File: config.mk
export PLATFORM = sky130hd
export DESIGN_NAME = epaper_dirty_region_refresh_scheduler
export DESIGN_NICKNAME = d
export VERILOG_FILES = /design/src/rtl/core/edrs_pkg.sv /design/src/rtl/core/epaper_dirty_region_refresh_scheduler.sv /design/src/rtl/core/edrs_cfg.sv /design/src/rtl/core/edrs_engine.sv
export VERILOG_INCLUDE_DIRS = /design/src /design/src/rtl/core
export SDC_FILE = /design/constraint.sdc
export NUM_CORES = 1
export LEC_CHECK = 0
export BUFFER_PORTS_ARGS = -buffer_cell sky130_fd_sc_hd__buf_2
export CORE_MARGIN = 2
export CORE_UTILIZATION = 45
export DETAILED_ROUTE_END_ITERATION = 10
export GPL_ROUTABILITY_DRIVEN = 0
export PLACE_DENSITY_LB_ADDON = 0.25
export SETUP_SLACK_MARGIN = 0.4
export SLEW_MARGIN = 10
export SYNTH_ARGS = -nofsm -noshare
export SYNTH_HDL_FRONTEND = slang
export SYNTH_HIERARCHICAL = 1
export SYNTH_SLANG_ARGS = --single-unit
File: constraint.sdc
create_clock -name aclk -period 6.8 [get_ports aclk]
set_input_delay 1.36 -clock aclk [delete_from_list [all_inputs] [get_ports aclk]]
set_output_delay 1.36 -clock aclk [all_outputs]
set_load 0.03 [all_outputs]
File: src/rtl/core/epaper_dirty_region_refresh_scheduler_assert.svh
// Assertion macros shared by the scheduler RTL.
`ifndef EPAPER_DIRTY_REGION_REFRESH_SCHEDULER_ASSERT_SVH
`define EPAPER_DIRTY_REGION_REFRESH_SCHEDULER_ASSERT_SVH

`ifndef SYNTHESIS
`define EDRS_ASSERT_SAME(label, clk, rstn, ante, cons) \
    label: assert property (@(posedge clk) disable iff (!(rstn)) (ante) |-> (cons)) \
        else $error("edrs assertion failed");
`define EDRS_ASSERT_NEXT(label, clk, rstn, ante, cons) \
    label: assert property (@(posedge clk) disable iff (!(rstn)) (ante) |=> (cons)) \
        else $error("edrs assertion failed");
`else
`define EDRS_ASSERT_SAME(label, clk, rstn, ante, cons)
`define EDRS_ASSERT_NEXT(label, clk, rstn, ante, cons)
`endif

`endif

File: src/rtl/core/edrs_pkg.sv
`timescale 1ns / 1ps

package edrs_pkg;

    localparam int COORD_BITS_DEF = 12;
    localparam int RECT_DIM_BITS  = 13;
    localparam int DIM_BITS       = 14;
    localparam int SCREEN_BITS    = 13;
    localparam int OUT_H_BITS     = 13;
    localparam int CNT_BITS       = 8;
    localparam int ADDR_BITS      = 4;
    localparam int APB_DATA_BITS  = 32;

    localparam logic [SCREEN_BITS-1:0] DEF_WIDTH  = SCREEN_BITS'(400);
    localparam logic [SCREEN_BITS-1:0] DEF_HEIGHT = SCREEN_BITS'(300);
    localparam logic [CNT_BITS-1:0]    DEF_THRESH = CNT_BITS'(10);
    localparam logic [OUT_H_BITS-1:0]  OUT_H_MAX  = '1;

    typedef enum logic [1:0] {
        MODE_MARK    = 2'd0,
        MODE_PROCESS = 2'd1,
        MODE_FULL    = 2'd2,
        MODE_CLEAR   = 2'd3
    } mode_t;

    typedef enum logic [1:0] {
        REG_WIDTH  = 2'd0,
        REG_HEIGHT = 2'd1,
        REG_THRESH = 2'd2
    } reg_idx_t;

    typedef struct packed {
        logic [SCREEN_BITS-1:0] width;
        logic [SCREEN_BITS-1:0] height;
        logic [CNT_BITS-1:0]    thresh;
    } cfg_t;

endpackage

File: src/rtl/core/epaper_dirty_region_refresh_scheduler.sv
`timescale 1ns / 1ps
// Channel   Dir  Fields (low bit up)
// s_*       in   tdata: rect_x, rect_y, rect_w, rect_h   tuser: mode
// m_*       out  tdata: out_x, out_y, out_w, out_h, pcount
//                tuser: refresh_valid, refresh_full
// APB       in   0x0 panel_w, 0x4 panel_h, 0x8 full_after
//
// One beat per cycle sustained unless m_tready stalls; a beat taken on s_* waits in the
// input register until it fires into the output register and then leaves on m_*.
// The dirty-box merge, 8-pixel alignment and counter update sit between the
// input register and the output register, and the state updates as the output register loads.
// aresetn is synchronous: clears the dirty box, the counter and both pipeline valids.
// A stall on m_tready holds the output register and backs up through s_tready.

`include "epaper_dirty_region_refresh_scheduler_assert.svh"

module epaper_dirty_region_refresh_scheduler #(
    parameter int COORD_BITS = edrs_pkg::COORD_BITS_DEF,
    localparam int IN_BITS   = 2 * COORD_BITS + 2 * edrs_pkg::RECT_DIM_BITS,
    localparam int IN_W      = ((IN_BITS + 7) / 8) * 8,
    localparam int OUT_BITS  = 2 * COORD_BITS + edrs_pkg::DIM_BITS + edrs_pkg::OUT_H_BITS
                               + edrs_pkg::CNT_BITS,
    localparam int OUT_W     = ((OUT_BITS + 7) / 8) * 8
) (
    input  logic                                 aclk,
    input  logic                                 aresetn,
    input  logic                                 s_tvalid,
    output logic                                 s_tready,
    input  logic [IN_W-1:0]                      s_tdata,  // rect_x, rect_y, rect_w, rect_h
    input  logic [1:0]                           s_tuser,  // mode
    output logic                                 m_tvalid,
    input  logic                                 m_tready,
    output logic [OUT_W-1:0]                     m_tdata,  // out_x, out_y, out_w, out_h, pcount
    output logic [1:0]                           m_tuser,  // refresh_valid, refresh_full
    input  logic                                 psel,
    input  logic                                 penable,
    input  logic                                 pwrite,
    input  logic [edrs_pkg::ADDR_BITS-1:0]       paddr,
    input  logic [edrs_pkg::APB_DATA_BITS-1:0]   pwdata,
    output logic [edrs_pkg::APB_DATA_BITS-1:0]   prdata,
    output logic                                 pready
);

    localparam int RB = edrs_pkg::RECT_DIM_BITS;

    edrs_pkg::cfg_t                  cfg;

    logic                            in_valid_reg;
    edrs_pkg::mode_t                 in_mode_reg;
    logic [COORD_BITS-1:0]           in_x_reg, in_y_reg;
    logic [RB-1:0]                   in_w_reg, in_h_reg;

    logic                            out_valid_reg;
    logic [OUT_W-1:0]                out_data_reg;
    logic [1:0]                      out_user_reg;

    logic                            out_ready;
    logic                            fire;

    logic                            res_valid, res_full;
    logic [COORD_BITS-1:0]           res_x, res_y;
    logic [edrs_pkg::DIM_BITS-1:0]   res_w;
    logic [edrs_pkg::OUT_H_BITS-1:0] res_h;
    logic [edrs_pkg::CNT_BITS-1:0]   res_cnt;

    assign out_ready = !out_valid_reg || m_tready;
    assign fire      = in_valid_reg && out_ready;
    assign s_tready  = !in_valid_reg || fire;
    assign m_tvalid  = out_valid_reg;
    assign m_tdata   = out_data_reg;
    assign m_tuser   = out_user_reg;

    edrs_cfg u_cfg (
        .aclk    (aclk),
        .aresetn (aresetn),
        .psel    (psel),
        .penable (penable),
        .pwrite  (pwrite),
        .paddr   (paddr),
        .pwdata  (pwdata),
        .prdata  (prdata),
        .pready  (pready),
        .cfg     (cfg)
    );

    edrs_engine #(
        .COORD_BITS (COORD_BITS)
    ) u_engine (
        .aclk          (aclk),
        .aresetn       (aresetn),
        .fire          (fire),
        .mode          (in_mode_reg),
        .rect_x        (in_x_reg),
        .rect_y        (in_y_reg),
        .rect_w        (in_w_reg),
        .rect_h        (in_h_reg),
        .cfg           (cfg),
        .refresh_valid (res_valid),
        .refresh_full  (res_full),
        .out_x         (res_x),
        .out_y         (res_y),
        .out_w         (res_w),
        .out_h         (res_h),
        .pcount        (res_cnt)
    );

    always_ff @(posedge aclk) begin
        if (!aresetn) begin
            in_valid_reg <= 1'b0;
        end else if (s_tready) begin
            in_valid_reg <= s_tvalid;
        end
    end

    always_ff @(posedge aclk) begin
        if (s_tvalid && s_tready) begin
            in_mode_reg <= edrs_pkg::mode_t'(s_tuser);
            in_x_reg    <= s_tdata[COORD_BITS-1:0];
            in_y_reg    <= s_tdata[2*COORD_BITS-1:COORD_BITS];
            in_w_reg    <= s_tdata[2*COORD_BITS+RB-1:2*COORD_BITS];
            in_h_reg    <= s_tdata[2*COORD_BITS+2*RB-1:2*COORD_BITS+RB];
        end
    end

    always_ff @(posedge aclk) begin
        if (!aresetn) begin
            out_valid_reg <= 1'b0;
        end else if (out_ready) begin
            out_valid_reg <= in_valid_reg;
        end
    end

    always_ff @(posedge aclk) begin
        if (fire) begin
            out_data_reg <= OUT_W'({res_cnt, res_h, res_w, res_y, res_x});
            out_user_reg <= {res_full, res_valid};
        end
    end

    `EDRS_ASSERT_SAME(a_stall_source, aclk, aresetn, !s_tready,
                      in_valid_reg && m_tvalid && !m_tready)
    `EDRS_ASSERT_SAME(a_idle_region_zero, aclk, aresetn, m_tvalid && !m_tuser[0],
                      m_tuser[1] == 1'b0 && m_tdata[OUT_BITS-edrs_pkg::CNT_BITS-1:0] == '0)
    `EDRS_ASSERT_SAME(a_partial_aligned, aclk, aresetn, m_tvalid && m_tuser[0] && !m_tuser[1],
                      m_tdata[2*COORD_BITS+2:2*COORD_BITS] == 3'b000 && m_tdata[2:0] == 3'b000)
    `EDRS_ASSERT_SAME(a_full_clears_count, aclk, aresetn, m_tvalid && m_tuser[1],
                      m_tdata[OUT_BITS-1:OUT_BITS-edrs_pkg::CNT_BITS] == '0)
    `EDRS_ASSERT_NEXT(a_fire_loads_output, aclk, aresetn, fire, m_tvalid)

endmodule

File: src/rtl/core/edrs_cfg.sv
`timescale 1ns / 1ps

module edrs_cfg (
    input  logic                                   aclk,
    input  logic                                   aresetn,
    input  logic                                   psel,
    input  logic                                   penable,
    input  logic                                   pwrite,
    input  logic [edrs_pkg::ADDR_BITS-1:0]         paddr,
    input  logic [edrs_pkg::APB_DATA_BITS-1:0]     pwdata,
    output logic [edrs_pkg::APB_DATA_BITS-1:0]     prdata,
    output logic                                   pready,
    output edrs_pkg::cfg_t                         cfg
);

    edrs_pkg::cfg_t     cfg_reg;
    edrs_pkg::cfg_t     cfg_next;
    edrs_pkg::reg_idx_t idx;
    logic               wr_en;

    assign pready = 1'b1;
    assign idx    = edrs_pkg::reg_idx_t'(paddr[edrs_pkg::ADDR_BITS-1:2]);
    assign wr_en  = psel && penable && pwrite && pready;
    assign cfg    = cfg_reg;

    always_comb begin
        cfg_next = cfg_reg;
        if (wr_en) begin
            case (idx)
                edrs_pkg::REG_WIDTH:  cfg_next.width  = pwdata[edrs_pkg::SCREEN_BITS-1:0];
                edrs_pkg::REG_HEIGHT: cfg_next.height = pwdata[edrs_pkg::SCREEN_BITS-1:0];
                edrs_pkg::REG_THRESH: cfg_next.thresh = pwdata[edrs_pkg::CNT_BITS-1:0];
                default: cfg_next = cfg_reg;
            endcase
        end
    end

    always_comb begin
        case (idx)
            edrs_pkg::REG_WIDTH:  prdata = edrs_pkg::APB_DATA_BITS'(cfg_reg.width);
            edrs_pkg::REG_HEIGHT: prdata = edrs_pkg::APB_DATA_BITS'(cfg_reg.height);
            edrs_pkg::REG_THRESH: prdata = edrs_pkg::APB_DATA_BITS'(cfg_reg.thresh);
            default:              prdata = '0;
        endcase
    end

    always_ff @(posedge aclk) begin
        if (!aresetn) begin
            cfg_reg.width  <= edrs_pkg::DEF_WIDTH;
            cfg_reg.height <= edrs_pkg::DEF_HEIGHT;
            cfg_reg.thresh <= edrs_pkg::DEF_THRESH;
        end else begin
            cfg_reg <= cfg_next;
        end
    end

endmodule

File: src/rtl/core/edrs_engine.sv
`timescale 1ns / 1ps

module edrs_engine #(
    parameter int COORD_BITS = edrs_pkg::COORD_BITS_DEF
) (
    input  logic                                 aclk,
    input  logic                                 aresetn,
    input  logic                                 fire,
    input  edrs_pkg::mode_t                      mode,
    input  logic [COORD_BITS-1:0]                rect_x,
    input  logic [COORD_BITS-1:0]                rect_y,
    input  logic [edrs_pkg::RECT_DIM_BITS-1:0]   rect_w,
    input  logic [edrs_pkg::RECT_DIM_BITS-1:0]   rect_h,
    input  edrs_pkg::cfg_t                       cfg,
    output logic                                 refresh_valid,
    output logic                                 refresh_full,
    output logic [COORD_BITS-1:0]                out_x,
    output logic [COORD_BITS-1:0]                out_y,
    output logic [edrs_pkg::DIM_BITS-1:0]        out_w,
    output logic [edrs_pkg::OUT_H_BITS-1:0]      out_h,
    output logic [edrs_pkg::CNT_BITS-1:0]        pcount
);

    localparam int DB = edrs_pkg::DIM_BITS;
    localparam int SW = ((COORD_BITS > DB) ? COORD_BITS : DB) + 2;

    logic                                dirty_valid_reg, dirty_valid_next;
    logic [COORD_BITS-1:0]               dirty_left_reg, dirty_left_next;
    logic [COORD_BITS-1:0]               dirty_top_reg, dirty_top_next;
    logic [DB-1:0]                       dirty_width_reg, dirty_width_next;
    logic [DB-1:0]                       dirty_height_reg, dirty_height_next;
    logic [edrs_pkg::CNT_BITS-1:0]       count_reg, count_next;

    logic [SW-1:0]                       r0, b0, r1, b1, rr, bb;
    logic [COORD_BITS-1:0]               lmin, tmin, ax;
    logic [SW-1:0]                       ar;
    logic [DB-1:0]                       merged_w, merged_h, part_w;
    logic [edrs_pkg::OUT_H_BITS-1:0]     part_h;
    logic [edrs_pkg::CNT_BITS-1:0]       thr, cnt_inc;
    logic [edrs_pkg::SCREEN_BITS-1:0]    full_w, full_h;

    always_comb begin
        r0 = SW'(dirty_left_reg) + SW'(dirty_width_reg);
        b0 = SW'(dirty_top_reg) + SW'(dirty_height_reg);
        r1 = SW'(rect_x) + SW'(rect_w);
        b1 = SW'(rect_y) + SW'(rect_h);
        rr = (r0 > r1) ? r0 : r1;
        bb = (b0 > b1) ? b0 : b1;
        lmin = (dirty_left_reg < rect_x) ? dirty_left_reg : rect_x;
        tmin = (dirty_top_reg < rect_y) ? dirty_top_reg : rect_y;
        merged_w = DB'(rr - SW'(lmin));
        merged_h = DB'(bb - SW'(tmin));

        // partial window snaps to 8-pixel columns
        ax = {dirty_left_reg[COORD_BITS-1:3], 3'b000};
        ar = (r0 + SW'(7)) & ~SW'(7);
        part_w = DB'(ar - SW'(ax));
        part_h = (dirty_height_reg > DB'(edrs_pkg::OUT_H_MAX))
               ? edrs_pkg::OUT_H_MAX : dirty_height_reg[edrs_pkg::OUT_H_BITS-1:0];

        thr     = (cfg.thresh == '0) ? edrs_pkg::DEF_THRESH : cfg.thresh;
        cnt_inc = (count_reg == '1) ? count_reg : count_reg + 1'b1;
        full_w  = (cfg.width == '0) ? edrs_pkg::DEF_WIDTH : cfg.width;
        full_h  = (cfg.height == '0) ? edrs_pkg::DEF_HEIGHT : cfg.height;
    end

    always_comb begin
        dirty_valid_next  = dirty_valid_reg;
        dirty_left_next   = dirty_left_reg;
        dirty_top_next    = dirty_top_reg;
        dirty_width_next  = dirty_width_reg;
        dirty_height_next = dirty_height_reg;
        count_next        = count_reg;
        refresh_valid     = 1'b0;
        refresh_full      = 1'b0;
        out_x             = '0;
        out_y             = '0;
        out_w             = '0;
        out_h             = '0;
        case (mode)
            edrs_pkg::MODE_MARK: begin
                if (rect_w != '0 && rect_h != '0) begin
                    dirty_valid_next = 1'b1;
                    if (dirty_valid_reg) begin
                        dirty_left_next   = lmin;
                        dirty_top_next    = tmin;
                        dirty_width_next  = merged_w;
                        dirty_height_next = merged_h;
                    end else begin
                        dirty_left_next   = rect_x;
                        dirty_top_next    = rect_y;
                        dirty_width_next  = DB'(rect_w);
                        dirty_height_next = DB'(rect_h);
                    end
                end
            end
            edrs_pkg::MODE_PROCESS: begin
                if (dirty_valid_reg) begin
                    dirty_valid_next  = 1'b0;
                    dirty_left_next   = '0;
                    dirty_top_next    = '0;
                    dirty_width_next  = '0;
                    dirty_height_next = '0;
                    refresh_valid     = 1'b1;
                    if (cnt_inc >= thr) begin
                        refresh_full = 1'b1;
                        out_w        = DB'(full_w);
                        out_h        = full_h;
                        count_next   = '0;
                    end else begin
                        out_x      = ax;
                        out_y      = dirty_top_reg;
                        out_w      = part_w;
                        out_h      = part_h;
                        count_next = cnt_inc;
                    end
                end
            end
            edrs_pkg::MODE_FULL: begin
                refresh_valid = 1'b1;
                refresh_full  = 1'b1;
                out_w         = DB'(full_w);
                out_h         = full_h;
                count_next    = '0;
            end
            edrs_pkg::MODE_CLEAR: begin
                count_next = '0;
            end
            default: begin
                count_next = count_reg;
            end
        endcase
        pcount = count_next;
    end

    always_ff @(posedge aclk) begin
        if (!aresetn) begin
            dirty_valid_reg  <= 1'b0;
            dirty_left_reg   <= '0;
            dirty_top_reg    <= '0;
            dirty_width_reg  <= '0;
            dirty_height_reg <= '0;
            count_reg        <= '0;
        end else if (fire) begin
            dirty_valid_reg  <= dirty_valid_next;
            dirty_left_reg   <= dirty_left_next;
            dirty_top_reg    <= dirty_top_next;
            dirty_width_reg  <= dirty_width_next;
            dirty_height_reg <= dirty_height_next;
            count_reg        <= count_next;
        end
    end

endmodule
Yosys cells after proc, flatten, opt, wreduce, memory -nomap -nowiden:

Cells that the tools add are included.

* add/sub/neg operators: 9
* multiply operators: 0
* div/mod/pow operators: 0
* magnitude comparators: 6
* equality and inequality tests: 8
* shifts and indexed selects: 0
* multiplexer cells: 40
* bitwise logic cells: 2
* reduce and logical (&&, ||, !) cells: 25

Operators by type and width (number)
* 14-bit two-way mux: 9
* 12-bit two-way mux: 7
* 14-bit one-hot mux with 2 select lines: 3
* 13-bit two-way mux: 5
* 12-bit one-hot mux with 2 select lines: 2
* 14-bit by 12-bit subtractor with 14-bit output: 3
* 13-bit one-hot mux with 3 select lines: 1
* 8-bit two-way mux: 4
* 12-bit by 14-bit adder with 15-bit output: 2
* 15-bit by 14-bit > comparator with 1-bit output: 2
* 12-bit by 13-bit adder with 14-bit output: 2
* 13-bit zero test: 2
* 13-bit one-hot mux with 2 select lines: 1
* 13-bit nonzero test: 2
* 12-bit less-than comparator: 2
* 8-bit one-hot mux with 2 select lines: 1
* 14-bit by 3-bit adder with 14-bit output (second input constant): 1
* 14-bit by 13-bit > comparator with 1-bit output (second input constant): 1
* 8-bit by 1-bit adder with 8-bit output (second input constant): 1
* 8-bit equality test (second input constant): 1
* 8-bit greater-or-equal comparator: 1
* 8-bit zero test: 1
* 2-bit AND reduction: 4
* 2-bit equality test (second input constant): 3
* other kinds (14): 29

* register bits: 210
* latch bits: 0
* memory bits (writable): 0
* bits in read-only memories: 0
* input bits: 101
* output and inout port bits: 101
* logic and storage cells: 110
* memories kept: 0

Depth between registers and ports, before layout:

* word-level depth: 7
* depth in mapped cells: 30
* gate-level depth less buffers: 30

By module:

The synthesis kept the hierarchy.

By module, submodules not included
* edrs_engine: instances 1, cells each 1225, area each 9262.6 um^2, seq. area each 1221.2 um^2
* epaper_dirty_region_refresh_scheduler: instances 1, cells each 128, area each 3538.4 um^2, seq. area each 3433.3 um^2
* edrs_cfg: instances 1, cells each 201, area each 1755.4 um^2, seq. area each 680.7 um^2

Least setup slack after synthesis:

OpenSTA, ideal clock, no wires.

* path type: register to register
* from: reg u_engine.dirty_top_reg[0]
* to: reg u_engine.dirty_height_reg[12]
* setup time: 0.130 ns
* data arrival time: 6.117 ns
* required time: 6.670 ns
* setup slack: 0.553 ns
* stages on the path, launching flop included: 30
* path buffers: 1
* period minus slack after synthesis: 6.247 ns
* cells stage by stage: dfxtp_1 -> ha_1 -> inv_1 -> fa_1 -> nor2b_1 -> o21a_1 -> o21a_1 -> o21bai_1 -> a2111oi_0 -> nor2_1 -> xnor2_1 -> ha_1 -> a21o_1 -> a221oi_1 -> o21ai_0 -> o21ai_0 -> o21ba_2 -> a211o_1 -> clkbuf_1 -> mux2i_1 -> fa_1 -> a21o_1 -> a21oi_1 -> o21bai_1 -> a211o_1 -> a311oi_1 -> o21bai_1 -> a21oi_1 -> xnor2_1 -> o22ai_1

* word-level cells in the longest chain between the ends: 7
* elaborated cells on any way between the ends: 9
* classes of those cells: add/sub (2); order compare (2); mux (5)

Ends and longest elaborated chain
* from (decl): line edrs_engine.sv:29 `logic [COORD_BITS-1:0] dirty_top_reg, dirty_top_next;`
* from (signal assigned): line edrs_engine.sv:147 `dirty_top_reg <= dirty_top_next;`
* 12-bit by 14-bit adder with 15-bit output: line edrs_engine.sv:44 `b0 = SW'(dirty_top_reg) + SW'(dirty_height_reg);`
* 15-bit by 14-bit > comparator with 1-bit output: line edrs_engine.sv:48 `bb = (b0 > b1) ? b0 : b1;`
* 14-bit two-way mux: line edrs_engine.sv:48
* 14-bit by 12-bit subtractor with 14-bit output (*): line edrs_engine.sv:52 `merged_h = DB'(bb - SW'(tmin));`
* 14-bit two-way mux (*): line edrs_engine.sv:84 `if (dirty_valid_reg) begin`
* 14-bit two-way mux (*): line edrs_engine.sv:82 `if (rect_w != '0 && rect_h != '0) begin`
* 14-bit one-hot mux with 2 select lines (*): line edrs_engine.sv:80 `case (mode)`
* to (signal assigned): line edrs_engine.sv:149 `dirty_height_reg <= dirty_height_next;`
* to (decl): line edrs_engine.sv:31 `logic [DB-1:0] dirty_height_reg, dirty_height_next;`

Mark *: on every way between the ends. The rest lies on a longest branch, timed or not. The select of a mux whose other input is x is not followed.
A chain may end at the register's enable or synchronous reset.

Worst setup path after layout:

* from: reg in_y_reg[1]
* to: reg u_engine.dirty_height_reg[12]

* word-level cells in the longest chain between the ends: 7
* elaborated cells on any way between the ends: 9
* classes of those cells: add/sub (2); order compare (2); mux (5)

Ends and longest elaborated chain
* from (decl): line epaper_dirty_region_refresh_scheduler.sv:50 `logic [COORD_BITS-1:0] in_x_reg, in_y_reg;`
* from (signal assigned): line epaper_dirty_region_refresh_scheduler.sv:119 `in_y_reg <= s_tdata[2*COORD_BITS-1:COORD_BITS];`
* 12-bit by 13-bit adder with 14-bit output: line edrs_engine.sv:46 `b1 = SW'(rect_y) + SW'(rect_h);`
* 15-bit by 14-bit > comparator with 1-bit output: line edrs_engine.sv:48
* 14-bit two-way mux: line edrs_engine.sv:48
* 14-bit by 12-bit subtractor with 14-bit output (*): line edrs_engine.sv:52
* 14-bit two-way mux (*): line edrs_engine.sv:84
* 14-bit two-way mux (*): line edrs_engine.sv:82
* 14-bit one-hot mux with 2 select lines (*): line edrs_engine.sv:80

Marks and branches as above.

==> flow_metrics.py <==
metrics = {
    "outcome": {
        "status": "finished clean",
    },
    "final_layout": {
        "final_common_cell": "buf_2",
        "seqCellArea_sq_mm": 0.00534,
        "nFillCells": 2938,
        "nNetsFinal": 1971,
        "final_cell_mix": "buf_2, ha_1, nor2_1, nand2_1, edfxtp_1",
        "insertedDiodeCount": 0,
        "areaGrowthSynthToFinish_pct": 15.6,
        "fin_util_pct": 53.0,
        "drive_above_1_share_pct": 17.8,
        "multi_input_area_sq_mm": 0.00872,
        "largest_reg_flops": 59,
    },
    "routing": {
        "remaining_drc_errors": 0,
        "via_per_inst": 5.77,
        "drt_wl_total_um": 41800,
        "drt_iter0_drc": 839,
        "dr.pass1.iters": 7,
        "vias": 12400,
        "postRouteAntennaNets": 0,
        "post_drt_wl_per_cell_um": 19.5,
    },
    "setup_path": {
        "max_stage_delay_ns": 0.43,
        "crit_buf_inv": 2,
        "path_class": "register to register",
        "worstSetupPathDepth": 30,
        "cp_common_cell": "a21oi_2",
        "cp-startpoint": "in_y_reg[1]",
        "r2r_start": "in_y_reg[1]",
        "path_delay_family": "compound AO/OA/AOI/OAI gates",
        "rr_endpoint": "u_engine/dirty_height_reg[12]",
        "worst-path-max-fanout": 4,
        "end_kind": "register",
        "cp-endpoint": "u_engine/dirty_height_reg[12]",
        "startpoint_type": "register",
        "arrival_ns": 6.68,
        "slowest_stage": "edfxtp_1",
        "required_ns": 7.18,
        "r2r_slack_ns": 0.51,
        "reg2regPathDepth": 30,
    },
    "timing": {
        "setup_ws_ns": 0.506,
        "setup_violations": 0,
        "slew_violations": 0,
        "period_share_pct": 92.6,
        "slew_headroom_pct": 28.9,
        "rsz0062_at_grt": "yes",
        "clock_skew_ns": 0.0118,
        "hold_violations": 0,
        "max_freq_mhz": 159,
        "fin_crit_ns": 6.29,
        "finalSetupTns_ns": 0,
        "tightestPinTransition_ns": 1.06,
    },
    "place": {
        "hpwl_um": 31100,
        "place_ws_ns": 0.0498,
        "portBuffers": 149,
    },
    "synthesis": {
        "async_reset_ff_share_pct": 0,
        "synth_edf_count": 113,
        "ys_ff_latch": 210,
        "postSynthCellCount": 1554,
        "avgSynthCellArea_sq_um": 9.37,
        "syn_area_sq_mm": 0.0146,
        "synthFlopType": "edfxtp_1",
        "ys.warnings.count": 6,
        "ys_seq_area_share_pct": 36.7,
        "synth.distinct_cells": 92,
    },
    "floorplanning": {
        "chipWidth_um": 184,
        "row_count": 65,
        "initial_utilization_pct": 45.9,
        "die_area_sq_mm": 0.0338,
        "ios": 202,
        "die_h_um": 184,
        "core_sq_mm": 0.0317,
    },
    "grt": {
        "grt_max_degree": 76,
        "grt_remaining_overflow": 0,
        "grt_antenna_before_repair": 0,
        "track_usage_pct": 23.9,
        "grt_pass1_vias": 11500,
        "grt_pass1_wl_um": 63200,
    },
    "power": {
        "p_leak_uw": 0.00730,
        "peakVddDrop_mv": 0.159,
        "powerDensity_mw_per_mm2": 214,
    },
    "clock_tree": {
        "max-clock-path-buffers": 3,
        "clkLatencyLatePin_ns": 0.53,
        "cts_tree": "built",
        "cts_buffers": 25,
        "cts.clk_slew.worst_paths_ns": 0.06,
        "cts.sinks": 210,
        "cts_root_buf": "clkbuf_16",
        "htreeDepth": 1,
        "hold_buffers": 0,
    },
    "run": {
        "drv_cap": 0,
    },
    "min_path": {
        "hold_path_class": "register to register",
    },
}
==> repair_timing <==
| action | CTS | global route |
|---|---|---|
| hold endpoints to repair | 0 | 0 |
| pin swaps | 6 | 27 |
| cloned | 0 | 0 |
| resized for setup | 12 | 36 |
| setup endpoints to repair | 8 | 15 |
| setup buffers | 4 | 10 |
==> report_power, final <==
group / total, uW / switching (uW) / internal, uW
registers: 1430 / 45.5 / 1390
clock network: 1330 / 552 / 776
logic: 848 / 505 / 343
==> cell usage after synthesis (all sizes together), types with 29 or more instances <==
master,number,area share (%)
xor2,29,1.7
edfxtp,113,23
xnor2,47,2.8
dfxtp,97,13
inv,96,2.5
buf,40,1.9
nand2,126,3.3
o21ai,103,3.5
a21o,29,1.5
clkbuf,40,1.0
ha,143,12
mux2i,78,5.4
nor2,130,3.4
a21oi,78,2.7
nor3,33,1.2
==> kinds of logic after synthesis <==
group | after synthesis | synth area share (%)
AOI/OAI and AO/OA | 403 | 18.9
xor gates and xnor gates | 76 | 4.57
adders and majority gates | 151 | 13.3
buffers and inverters | 176 | 5.42
DFF | 210 | 36.7
muxes | 82 | 5.67
other | 4 | 0.103
and+or+nand+nor | 452 | 15.3
==> area by class of cell <==
type,instances,area share [%]
flip-flops and latches,210,31.7
multi-input cells,1192,51.9
well taps,402,2.99
clock buffers,32,3.99
inverters,96,2.14
clock inverters,14,0.788
repair buffers,195,6.48
==> through the flow <==
stage	power [uW]	hold slack [ns]	instance area, sq um	instances
floorplan	2050	0.429	14600	1578
global placement	2240	0.449	15700	2081
detailed placement	2250	0.468	15700	2081
CTS	3610	0.482	16600	2131
global route	3770	0.523	16800	2141
finish	3610	0.482	16800	2141
==> metal layers <==
layer	routed length (um)	part of all wire, %	GRT usage [%]	up-vias
met4	1290	3.1	7.23	0
met5	0	0	0	-
li1	-	-	-	5964
met1	19200	46	33.7	5844
met2	18400	44	37.3	471
met3	2920	7.0	4.06	81
==> worst min-delay path by stage <==
stage | from | end | depth (start not counted)
final | u_engine/dirty_width_reg[8] | u_engine/dirty_width_reg[8] | 2
after global routing | u_cfg/cfg[6] | u_cfg/cfg[6] | 2
after CTS | u_engine/dirty_width_reg[8] | u_engine/dirty_width_reg[8] | 2
after detailed placement | u_engine/dirty_width_reg[8] | u_engine/dirty_width_reg[8] | 2
after global placement | u_engine/dirty_width_reg[8] | u_engine/dirty_width_reg[8] | 2
after floorplan | u_engine/dirty_width_reg[11] | u_engine/dirty_width_reg[11] | 2
==> tightest hold or removal path: stages (launching register included) <==
cell and delay (ns):
dfxtp_1 0.34, nand2_1 0.05, o21ai_0 0.06
No activity file was read; power rests on OpenSTA's default activity.
